**src/grq_pkg.sv**
```systemverilog
// ----------------------------------------------------------------------------
// grq_pkg
// Shared types, constants and helpers for the graph reachability query block.
// ----------------------------------------------------------------------------
package grq_pkg;

   localparam int VERTICES = 64;
   localparam int VTX_W    = $clog2(VERTICES);
   localparam int MODE_W   = 2;
   localparam int FIELD_W  = 6;

   localparam logic [MODE_W-1:0] MODE_ADD   = 2'd0;
   localparam logic [MODE_W-1:0] MODE_QUERY = 2'd1;
   localparam logic [MODE_W-1:0] MODE_CLEAR = 2'd2;

   typedef logic [VERTICES-1:0] row_type;
   typedef logic [VTX_W-1:0]    vtx_type;

   typedef enum logic [1:0] {
      ST_IDLE,
      ST_ADD_WR,
      ST_WALK,
      ST_RESULT
   } state_type;

   typedef struct packed {
      logic load_item;
      logic rd_en;
      logic rd_from_req;
      logic row_write;
      logic clear_all;
      logic query_init;
      logic absorb;
      logic expand;
      logic load_result;
   } cmd_type;

   typedef struct packed {
      logic req_ok;
      logic more_pending;
   } status_type;

   function automatic vtx_type pick_first(input row_type mask);
      vtx_type idx;
      idx = '0;
      for (int i = VERTICES - 1; i >= 0; i--) begin
         if (mask[i]) begin
            idx = vtx_type'(i);
         end
      end
      return idx;
   endfunction

endpackage

```
**src/grq_ctrl.sv**
```systemverilog
// ----------------------------------------------------------------------------
// grq_ctrl
// Sequencer for edge adds, graph clears and reachability walks, plus the
// result handshake.
// ----------------------------------------------------------------------------
module grq_ctrl (
   input  logic                 clock,
   input  logic                 reset,
   input  logic                 req_valid,
   input  logic [1:0]           req_mode,
   output logic                 req_stall,
   output logic                 rsp_valid,
   input  logic                 rsp_stall,
   input  grq_pkg::status_type  status,
   output grq_pkg::cmd_type     cmd
);
   import grq_pkg::*;

   state_type state_ff;
   state_type state_in;
   logic      rsp_valid_ff;
   logic      rsp_valid_in;
   logic      slot_free;

   assign req_stall = (state_ff != ST_IDLE);
   assign rsp_valid = rsp_valid_ff;
   assign slot_free = !rsp_valid_ff || !rsp_stall;

   always_comb begin
      state_in = state_ff;
      case (state_ff)
         ST_IDLE: begin
            if (req_valid) begin
               case (req_mode)
                  MODE_ADD: begin
                     if (status.req_ok) begin
                        state_in = ST_ADD_WR;
                     end
                  end
                  MODE_QUERY: begin
                     state_in = status.req_ok ? ST_WALK : ST_RESULT;
                  end
                  default: begin
                     state_in = ST_IDLE;
                  end
               endcase
            end
         end
         ST_ADD_WR: begin
            state_in = ST_IDLE;
         end
         ST_WALK: begin
            if (!status.more_pending) begin
               state_in = ST_RESULT;
            end
         end
         ST_RESULT: begin
            if (slot_free) begin
               state_in = ST_IDLE;
            end
         end
         default: begin
            state_in = ST_IDLE;
         end
      endcase
   end

   always_comb begin
      cmd = '0;
      case (state_ff)
         ST_IDLE: begin
            if (req_valid) begin
               cmd.load_item = 1'b1;
               case (req_mode)
                  MODE_ADD: begin
                     cmd.rd_en       = status.req_ok;
                     cmd.rd_from_req = 1'b1;
                  end
                  MODE_QUERY: begin
                     cmd.rd_en       = status.req_ok;
                     cmd.rd_from_req = 1'b1;
                     cmd.query_init  = 1'b1;
                  end
                  MODE_CLEAR: begin
                     cmd.clear_all = 1'b1;
                  end
                  default: begin
                     cmd.load_item = 1'b1;
                  end
               endcase
            end
         end
         ST_ADD_WR: begin
            cmd.row_write = 1'b1;
         end
         ST_WALK: begin
            cmd.absorb = 1'b1;
            cmd.expand = status.more_pending;
            cmd.rd_en  = status.more_pending;
         end
         ST_RESULT: begin
            cmd.load_result = slot_free;
         end
         default: begin
            cmd = '0;
         end
      endcase
   end

   always_comb begin
      rsp_valid_in = rsp_valid_ff;
      if (cmd.load_result) begin
         rsp_valid_in = 1'b1;
      end else if (rsp_valid_ff && !rsp_stall) begin
         rsp_valid_in = 1'b0;
      end
   end

   always_ff @(posedge clock) begin
      if (reset) begin
         state_ff     <= ST_IDLE;
         rsp_valid_ff <= 1'b0;
      end else begin
         state_ff     <= state_in;
         rsp_valid_ff <= rsp_valid_in;
      end
   end

endmodule

```
**config.mk**
```make
export PLATFORM = sky130hd
export DESIGN_NAME = grq_ctrl
export DESIGN_NICKNAME = d
export VERILOG_FILES = /design/src/grq_pkg.sv /design/src/grq_ctrl.sv
export SDC_FILE = /design/constraint.sdc
export NUM_CORES = 1
export LEC_CHECK = 0
export ABC_CLOCK_PERIOD_IN_PS = 2900
export BUFFER_PORTS_ARGS = -buffer_cell sky130_fd_sc_hd__buf_2
export CORE_AREA = 5 5 42 44
export CTS_CLUSTER_SIZE = 8
export DETAILED_ROUTE_END_ITERATION = 8
export DIE_AREA = 0 0 47 49
export PLACE_DENSITY = 0.53
export SLEW_MARGIN = 20
export SYNTH_ARGS = -nofsm -noshare
export SYNTH_HDL_FRONTEND = slang
export SYNTH_SLANG_ARGS = --single-unit
```
**constraint.sdc**
```tcl
create_clock -name clock -period 2.9 [get_ports clock]
set_clock_uncertainty 0.05 [all_clocks]
set_input_delay 0.58 -clock clock [delete_from_list [all_inputs] [get_ports clock]]
set_output_delay 0.58 -clock clock [all_outputs]
set_load 0.005 [all_outputs]
```
==> results.ini, run 1 <==
[critical_path]
reg2reg_from = state_ff[0]
rr_worst_depth = 3
crit_slowest_cell = dfxtp_1
cp_top_family = flip-flops
crit_type = flop to primary output
r2r-end = state_ff[0]
worstPathMaxFanout = 8
crit_chain = and2b_2 > a22oi_1 > nor2_1 > buf_2
required_ns = 2.27
crit_path_max_incr_delay_ns = 0.47
worstPathArrival_ns = 1.29
cp-start-kind = flop
end_kind = primary output
reg2reg_slack_ns = 1.84
cp_num_buf_inv = 1

[routing]
wl_met3_um = 68
post_drt_wl_per_cell_um = 9.39
drc = 0
wl_met2_um = 298
routed_wl_um = 620
viasPerCell = 4.08
drt-pass1-iter-count = 2
top_layer_used = met3
drt_iter0_markers = 1
ant_nets = 0
m1WireLength_um = 253
via_count = 269

[global_routing]
grt.total_usage_pct = 6.05
grt_max_degree = 9
grt_pass1_vias = 260
grt-ovfl-total = 0
antenna_found_initial = 0
grt_pass1_wl_um = 1010

[sta]
maxSlewViolCount = 0
max_freq_ghz = 0.521
tightest_slew_ns = 0.319
setup_viol = 0
fin_crit_ns = 1.92
setup_ws_ns = 0.979
finalHoldViolations = 0
period_share_pct = 66.2
rsz0062_at_grt = no
slew_headroom_pct = 78.7
fin_tns_setup_ns = 0

[clocking]
cts_max_level = 1
cts.clk_slew.worst_paths_ns = 0.04
ctsResizeCount = 0
cts_num_sinks = 3
cts_root_buf = clkbuf_4
tritoncts = done
cts_buffers = 3
cts_setup_buffers = 0
cts.path.max_buffers = 2
clk_latency_ns = 0.23
cts_hold_buf = 0

[power]
leakagePower_uw = 0.000203
ir_drop_mv = 0.134
p_per_area_mw_per_mm2 = 395

[finish]
diodes = 0
syn_to_final_growth_pct = 52.6
drive_above_1_share_pct = 56.0
nets = 59

[worst_hold_path]
whs_path_depth = 2
worstHoldEndpoint = rsp_valid
hp-start = rsp_valid
hp-class = flop to flop

[floorplan]
die_h_um = 49
io_pins = 19
fp.coreArea_mm2 = 0.00140
fp.dieW_um = 47
floorplan.initialDensity_pct = 17.5
rows = 14
die-area_mm2 = 0.00230

[yosys]
ys_types = 19
ys_ff_latch = 3
avgSynthCellArea_um2 = 8.46
synth.net_count = 37
postSynthCellCount = 29
synth.top_cell.area_share_pct = 24.5
yosys_warnings = 0
synth_area_leader_cell = dfxtp_1
synth_area_um2 = 245
yosys-top-cells-area = dfxtp_1 (24%), nor4b_4 (9.7%), and2b_2 (7.1%), a21oi_1 (6.1%), and2_1 (5.1%)
yosysSeqAreaShare_pct = 24.5

[place]
hpwl_um = 549
pre_cts_ws_ns = 1.04
numPortBuffers = 18
finalWeightedCongestion = 0.607

[flow_run]
cap_viol_max_count = 0

[outcome]
outcome = finished, final reports clean

## metal layers
layer,global-route usage [%],up-vias
li1,-,140
met1,7.00,119
met2,8.82,10
met3,2.21,0
met4,4.15,0
met5,0,-
## report_power, final
part | total (uW) | switching [uW] | leakage, uW | internal (uW)
clock | 70.7 | 19.2 | 0.0000150 | 51.4
sequential | 46.5 | 3.47 | 0.0000244 | 43.1
combinational | 30.6 | 12.9 | 0.000164 | 17.7
## metrics by stage
step                utilization, %  power, uW  cells  hold slack, ns  area (um2)
CTS                           26.7        152     66           0.470         374
detailed placement            24.8       78.7     62           0.466         348
finish                        26.7        148     66           0.463         374
global route                  26.7        159     66           0.491         374
global placement              24.8       78.4     62           0.461         348
floorplan                        -       62.2     29           0.450         245
## synth_stat cells
| cell type | n |
|---|---|
| a22oi_1 | 1 |
| and2_1 | 2 |
| a21bo_2 | 1 |
| a21oi_1 | 3 |
| nand2_1 | 3 |
| buf_4 | 1 |
| nor2b_1 | 1 |
| and3b_1 | 1 |
| nor2_1 | 2 |
| nor2b_2 | 1 |
| and2b_2 | 2 |
| a2bb2oi_1 | 1 |
| nand3b_1 | 1 |
| dfxtp_1 | 3 |
| inv_1 | 2 |
| a21oi_2 | 1 |
| and2_2 | 1 |
| xor2_1 | 1 |
| nor4b_4 | 1 |
## layout make-up
class	instances	area [um2]
Tap cell	16	20.0
Sequential cell	3	60.1
Fill cell	173	1030
Multi-Input combinational cell	23	170
Timing Repair Buffer	18	90.1
Inverter	2	7.51
Clock buffer	4	26.3
## logic make-up after synthesis
kind of cell           synth area share [%]
AO/OA/AOI/OAI                          20.4
XOR/XNOR                               3.57
flip-flops                             24.5
AND/OR/NAND/NOR                        45.4
buffers and inverters                  6.12
## cell usage in the layout (no fill, tap or decap)
cell type	Yosys	routed
nand3b_1	1	1
a21bo_2	1	1
and2b_2	2	2
and2_1	2	2
a2bb2oi_1	1	1
xor2_1	1	1
dfxtp_1	3	3
a22oi_1	1	1
buf_2	0	18
and3b_1	1	1
nor2b_1	1	1
nor2_1	2	2
clkbuf_4	0	3
nor4b_4	1	1
inv_1	2	2
a21oi_2	1	1
nand2_1	3	3
clkbuf_1	0	1
a21oi_1	3	3
and2_2	1	1
nor2b_2	1	1
## tightest hold or removal path, cell delays in order, from the launching register on
cell     delay [ns]
dfxtp_1        0.30
nand2_1        0.09
a21oi_1        0.06
## state kept, by name (all words and copies together), names as in the netlist
signal / count
state_ff: 2
rsp_valid: 1
## worst max path at each step
stage	end	slack [ns]	cells after the start	from
2_1_floorplan	cmd[3]	1.26	2	req_mode[1]
6_report	cmd[7]	0.98	4	state_ff[1]
3_3_place_gp	cmd[3]	1.05	4	req_mode[1]
4_1_cts	cmd[7]	0.96	4	state_ff[1]
3_5_place_dp	cmd[3]	1.04	4	req_mode[1]
5_1_grt	cmd[7]	0.89	4	state_ff[1]
(Power assumes the default switching activity.)
==> run 2, diff against run 1 <==
--- a/config.mk
+++ b/config.mk
@@ -5,13 +5,13 @@
 export SDC_FILE = /design/constraint.sdc
 export NUM_CORES = 1
 export LEC_CHECK = 0
-export ABC_CLOCK_PERIOD_IN_PS = 2900
+export ABC_CLOCK_PERIOD_IN_PS = 1750
 export BUFFER_PORTS_ARGS = -buffer_cell sky130_fd_sc_hd__buf_2
 export CORE_AREA = 5 5 42 44
 export CTS_CLUSTER_SIZE = 8
 export DETAILED_ROUTE_END_ITERATION = 8
 export DIE_AREA = 0 0 47 49
-export PLACE_DENSITY = 0.53
+export PLACE_DENSITY = 0.55
 export SLEW_MARGIN = 20
 export SYNTH_ARGS = -nofsm -noshare
 export SYNTH_HDL_FRONTEND = slang
==> constraint.sdc (replaced) <==
create_clock -name clock -period 1.75 [get_ports clock]
set_clock_uncertainty 0.05 [all_clocks]
set_input_delay 0.35 -clock clock [delete_from_list [all_inputs] [get_ports clock]]
set_output_delay 0.35 -clock clock [all_outputs]
set_load 0.005 [all_outputs]
==> run 2 against run 1 <==
- first-iteration DRC count is 100% higher
- cell count stayed put
- global-route usage up 0.35 points
- clock-buffer cell count did not move
- critical path depth stayed put
- flip-flop and latch count unchanged
- sequential share of layout area is 0.56 points higher
- worst setup slack got worse by 0.81 ns
- design area grew 0.67%
- non-clock buffer count did not move
- combinational power is 65% higher
- critical endpoint unchanged
- highest routed layer unchanged
==> results.ini, run 2 (synthesis results as in run 1) <==
[outcome]
outcome = finished, final reports clean

[floorplan]
io_pins = 19  ; unchanged
floorplan.initialDensity_pct = 17.5  ; unchanged
die_h_um = 49  ; unchanged
fp.dieW_um = 47  ; unchanged
fp.coreArea_mm2 = 0.00140  ; unchanged
rows = 14  ; unchanged
die-area_mm2 = 0.00230  ; unchanged

[global_routing]
grt_pass1_wl_um = 993  ; -1.4%
antenna_found_initial = 0  ; unchanged
grt_pass1_vias = 263  ; +1.2%
grt.total_usage_pct = 6.40  ; +0.35 points
grt-ovfl-total = 0  ; unchanged
grt_max_degree = 9  ; unchanged

[critical_path]
required_ns = 1.35  ; -0.92 ns
end_kind = primary output
crit_type = flop to primary output
worstPathMaxFanout = 8  ; unchanged
worstSetupStartpoint = state_ff[1]
reg2reg_from = state_ff[1]
worstPathArrival_ns = 1.18  ; -0.11 ns
cp-start-kind = flop

[routing]
ant_nets = 0  ; unchanged
routed_wl_um = 602  ; -2.9%
via_count = 263  ; -2.2%
viasPerCell = 3.98  ; -2.2%
drt-pass1-iter-count = 2  ; unchanged
drc = 0  ; unchanged
post_drt_wl_per_cell_um = 9.12  ; -2.9%
drt_iter0_markers = 2  ; +1

[clocking]
cts_max_level = 1  ; unchanged
cts_setup_buffers = 0  ; unchanged
cts_root_buf = clkbuf_4
ctsResizeCount = 0  ; unchanged
cts.path.max_buffers = 2  ; unchanged
cts.clk_slew.worst_paths_ns = 0.03  ; about the same
cts_num_sinks = 3  ; unchanged
cts_buffers = 3  ; unchanged
clk_latency_ns = 0.23  ; about the same
cts_hold_buf = 0  ; unchanged
tritoncts = done

[sta]
period_share_pct = 90.5
finalHoldViolations = 0  ; unchanged
holdWs_ns = 0.253  ; -0.210 ns
slew_headroom_pct = 84.6  ; +5.9 points
tightest_slew_ns = 0.231  ; -0.0887 ns
rsz0062_at_grt = no
max_freq_ghz = 0.632
maxSlewViolCount = 0  ; unchanged
setup_viol = 0  ; unchanged
fin_crit_ns = 1.58
fin_tns_setup_ns = 0  ; unchanged

[place]
placed_area_um2 = 348  ; unchanged
finalWeightedCongestion = 0.608  ; about the same
numPortBuffers = 18  ; unchanged
hpwl_um = 504  ; -8.3%

[finish]
largest-register = state_ff
multiInputGateArea_um2 = 170  ; unchanged
syn_to_final_growth_pct = 53.6
layout_commonest_cell = buf_2
drive_above_1_share_pct = 60.0  ; +4.0 points
final_cell_mix = buf_2 (18), nand2_1 (3), a21oi_1 (3), clkbuf_4 (3)
register_area_um2 = 62.6  ; +4.2%
diodes = 0  ; unchanged
largest_reg_flops = 2  ; unchanged
final_area_um2 = 377  ; +0.67%
nets = 59  ; unchanged
postLayoutCoreUtil_pct = 26.9  ; +0.18 points
n_fill_cell = 174  ; +0.58%

[worst_hold_path]
hp-start = reset
hp-class = primary input to flop

[power]
ir_drop_mv = 0.171  ; +27%
leakagePower_uw = 0.000204  ; +0.42%
p_per_area_mw_per_mm2 = 657  ; +66%
power_uw = 248  ; +68%

[flow_run]
cap_viol_max_count = 0  ; unchanged

==> run 2: cell counts in the layout (fill, tap and decap cells not counted) <==
Identical to the previous run, type by type.
==> run 2: through the flow <==
stage          cells  setup WS (ns)
6_report          66          0.167
5_1_grt           66         0.0482
3_3_place_gp      62          0.291
3_5_place_dp      62          0.306
2_1_floorplan     29          0.490
4_1_cts           66         0.0538
==> run 2: critical path: stages, from the launching register on <==
cell and delay (ns):
dfxtp_2 0.40, and2b_2 0.23, a22oi_1 0.15, nor2_1 0.05
buf_2 0.12
==> run 2: final timing paths <==
kind | end | slack, ns | cells past startpoint
setup / recovery | cmd[7] | 0.17 | 4
hold / removal | state_ff[0] | 0.25 | 2
setup reg to reg | state_ff[0] | 0.74 | 3
hold reg to reg | rsp_valid | 0.48 | 2
==> run 2: cell type report <==
class	count	share of cell area, %
multi-input combinational	23	45.2
timing repair buffer	18	23.9
sequential	3	16.6
clock buffer	4	6.98
tap	16	5.32
inverter	2	1.99
==> run 2: layer usage <==
layer  vias to the layer above  track usage [%]  part of all wire, %
met1                       116             5.69                   37
li1                        140                -                    -
met5                         -                0                    0
met2                         7             9.05                   51
met4                         0             5.53                    0
met3                         0             4.80                   12
==> run 2: where the power goes <==
part | internal, uW | switching (uW)
sequential | 71.9 | 5.76
clock | 85.3 | 34.0
combinational | 29.4 | 21.2
total | 187 | 61.0
==> run 3, diff against run 2 <==
--- a/config.mk
+++ b/config.mk
@@ -11,7 +11,6 @@
 export CTS_CLUSTER_SIZE = 8
 export DETAILED_ROUTE_END_ITERATION = 8
 export DIE_AREA = 0 0 47 49
-export PLACE_DENSITY = 0.55
 export SLEW_MARGIN = 20
 export SYNTH_ARGS = -nofsm -noshare
 export SYNTH_HDL_FRONTEND = slang
==> run 3 against run 2 <==
- first-iteration DRC count is 100% lower
- global-route usage is 0.42 points lower
- highest routed layer unchanged
- clock power hardly changed
- hold slack better by 0.011 ns
- critical path depth stayed put
- combinational power hardly changed
- sequential power is 0.6% lower
- design area is 0.33% lower
- critical path type unchanged
- flip-flop and latch count stayed put
==> results.ini, run 3 (synthesis results as in run 1) <==
[finish]
postLayoutCoreUtil_pct = 26.8  ; -0.089 points
final_area_um2 = 375  ; -0.33%
layout_commonest_cell = buf_2
diodes = 0  ; unchanged
final-instance-count-excl-fill = 66  ; unchanged
nets = 59  ; unchanged
syn_to_final_growth_pct = 53.1
final_cell_mix = buf_2 (18), nand2_1 (3), a21oi_1 (3), clkbuf_4 (3)
largest-register = state_ff
drive_above_1_share_pct = 58.0  ; -2.0 points
largest_reg_flops = 2  ; unchanged

[global_routing]
antenna_found_initial = 0  ; unchanged
grt.total_usage_pct = 5.98  ; -0.42 points
grt_pass1_wl_um = 1040  ; +4.2%
grt_pass1_vias = 254  ; -3.4%
grt-ovfl-total = 0  ; unchanged
grt_max_degree = 9  ; unchanged

[power]
power_uw = 247  ; -0.35%
leakagePower_uw = 0.000204  ; -0.22%
p_per_area_mw_per_mm2 = 657  ; about the same
ir_drop_mv = 0.157  ; -8.3%

[sta]
rsz0062_at_grt = no
fin_tns_setup_ns = 0  ; unchanged
period_share_pct = 93.5  ; +3.0 points
maxSlewViolCount = 0  ; unchanged
max_freq_ghz = 0.611  ; -3.2%
slew_headroom_pct = 79.6  ; -5.0 points
tightest_slew_ns = 0.306  ; +0.0751 ns
setup_viol = 0  ; unchanged
finalHoldViolations = 0  ; unchanged
fin_crit_ns = 1.64  ; +0.0527 ns

[clocking]
tritoncts = done
cts_root_buf = clkbuf_4
cts_num_sinks = 3  ; unchanged
clk_latency_ns = 0.23  ; about the same
cts_hold_buf = 0  ; unchanged
cts.path.max_buffers = 2  ; unchanged
cts_max_level = 1  ; unchanged
cts_buffers = 3  ; unchanged
cts.clk_slew.worst_paths_ns = 0.03  ; about the same

[routing]
drt-pass1-iter-count = 1  ; -1
viasPerCell = 3.95  ; -0.76%
drt_iter0_markers = 0  ; -2
routed_wl_um = 603  ; +0.17%
ant_nets = 0  ; unchanged
via_count = 261  ; -0.76%
drc = 0  ; unchanged
post_drt_wl_per_cell_um = 9.14  ; +0.17%

[floorplan]
die_h_um = 49  ; unchanged
io_pins = 19  ; unchanged
die-area_mm2 = 0.00230  ; unchanged
floorplan.initialDensity_pct = 17.5  ; unchanged
fp.dieW_um = 47  ; unchanged
rows = 14  ; unchanged
fp.coreArea_mm2 = 0.00140  ; unchanged

[critical_path]
crit_type = flop to primary output
worstPathMaxFanout = 8  ; unchanged
cp-start-kind = flop
worstPathArrival_ns = 1.24  ; +0.06 ns
required_ns = 1.35  ; about the same
end_kind = primary output

[place]
finalWeightedCongestion = 0.593  ; -2.4%
placed_area_um2 = 348  ; unchanged
numPortBuffers = 18  ; unchanged
hpwl_um = 511  ; +1.4%
dpl.cell_count = 62  ; unchanged

[flow_run]
cap_viol_max_count = 0  ; unchanged

[outcome]
outcome = finished, final reports clean

[worst_hold_path]
hp-class = primary input to flop

[run 3: cell types whose count changed in the layout (fill, tap and decap cells not counted)]
cell | previous run | this run
dfxtp_1 | 1 | 2
dfxtp_2 | 2 | 1
[run 3: where the power goes]
group	internal, uW	switching [uW]	total, uW
Combinational	29.4	20.9	50.3
Clock	85.3	34.0	119
Sequential	71.6	5.60	77.2
Total	186	60.5	247
[run 3: per-stage QoR]
stage / hold slack (ns) / worst slack [ns]
6_report: 0.264 / 0.114
5_1_grt: 0.264 / 0.0252
4_1_cts: 0.263 / 0.0591
3_5_place_dp: 0.474 / 0.302
3_3_place_gp: 0.462 / 0.294
2_1_floorplan: 0.362 / 0.490
[run 3: repair_timing]
item,4_1_cts,5_1_grt
gates resized for setup,0,1
setup buffers,0,0
endpoints found under the setup margin,0,1
[run 3: path summary, 6_finish.rpt]
check | start | depth (start not counted) | slack, ns | to
worst max-delay path | state_ff[0] | 4 | 0.11 | cmd[4]
worst min register to register | rsp_valid | 2 | 0.50 | rsp_valid
worst max register to register | state_ff[0] | 3 | 0.72 | state_ff[0]
worst min-delay path | reset | 2 | 0.26 | state_ff[0]
[run 3: area by class of cell]
class / instances / area, um2
clock buffers: 4 / 26.3
fillers: 169 / 1030
inverters: 2 / 7.51
multi-input cells: 23 / 170
flip-flops and latches: 3 / 61.3
well taps: 16 / 20.0
repair buffers: 18 / 90.1
[run 3: worst max-delay path: stages (launching register included)]
cell,delay [ns]
dfxtp_1,0.49
nor2_1,0.09
and2_1,0.17
and3b_1,0.15
buf_2,0.12
[run 3: routing by layer]
layer	global-route usage, %	part of all wire [%]
met1	6.35	35
met2	10.6	58
met3	1.11	7.5
met4	2.76	0
met5	0	0
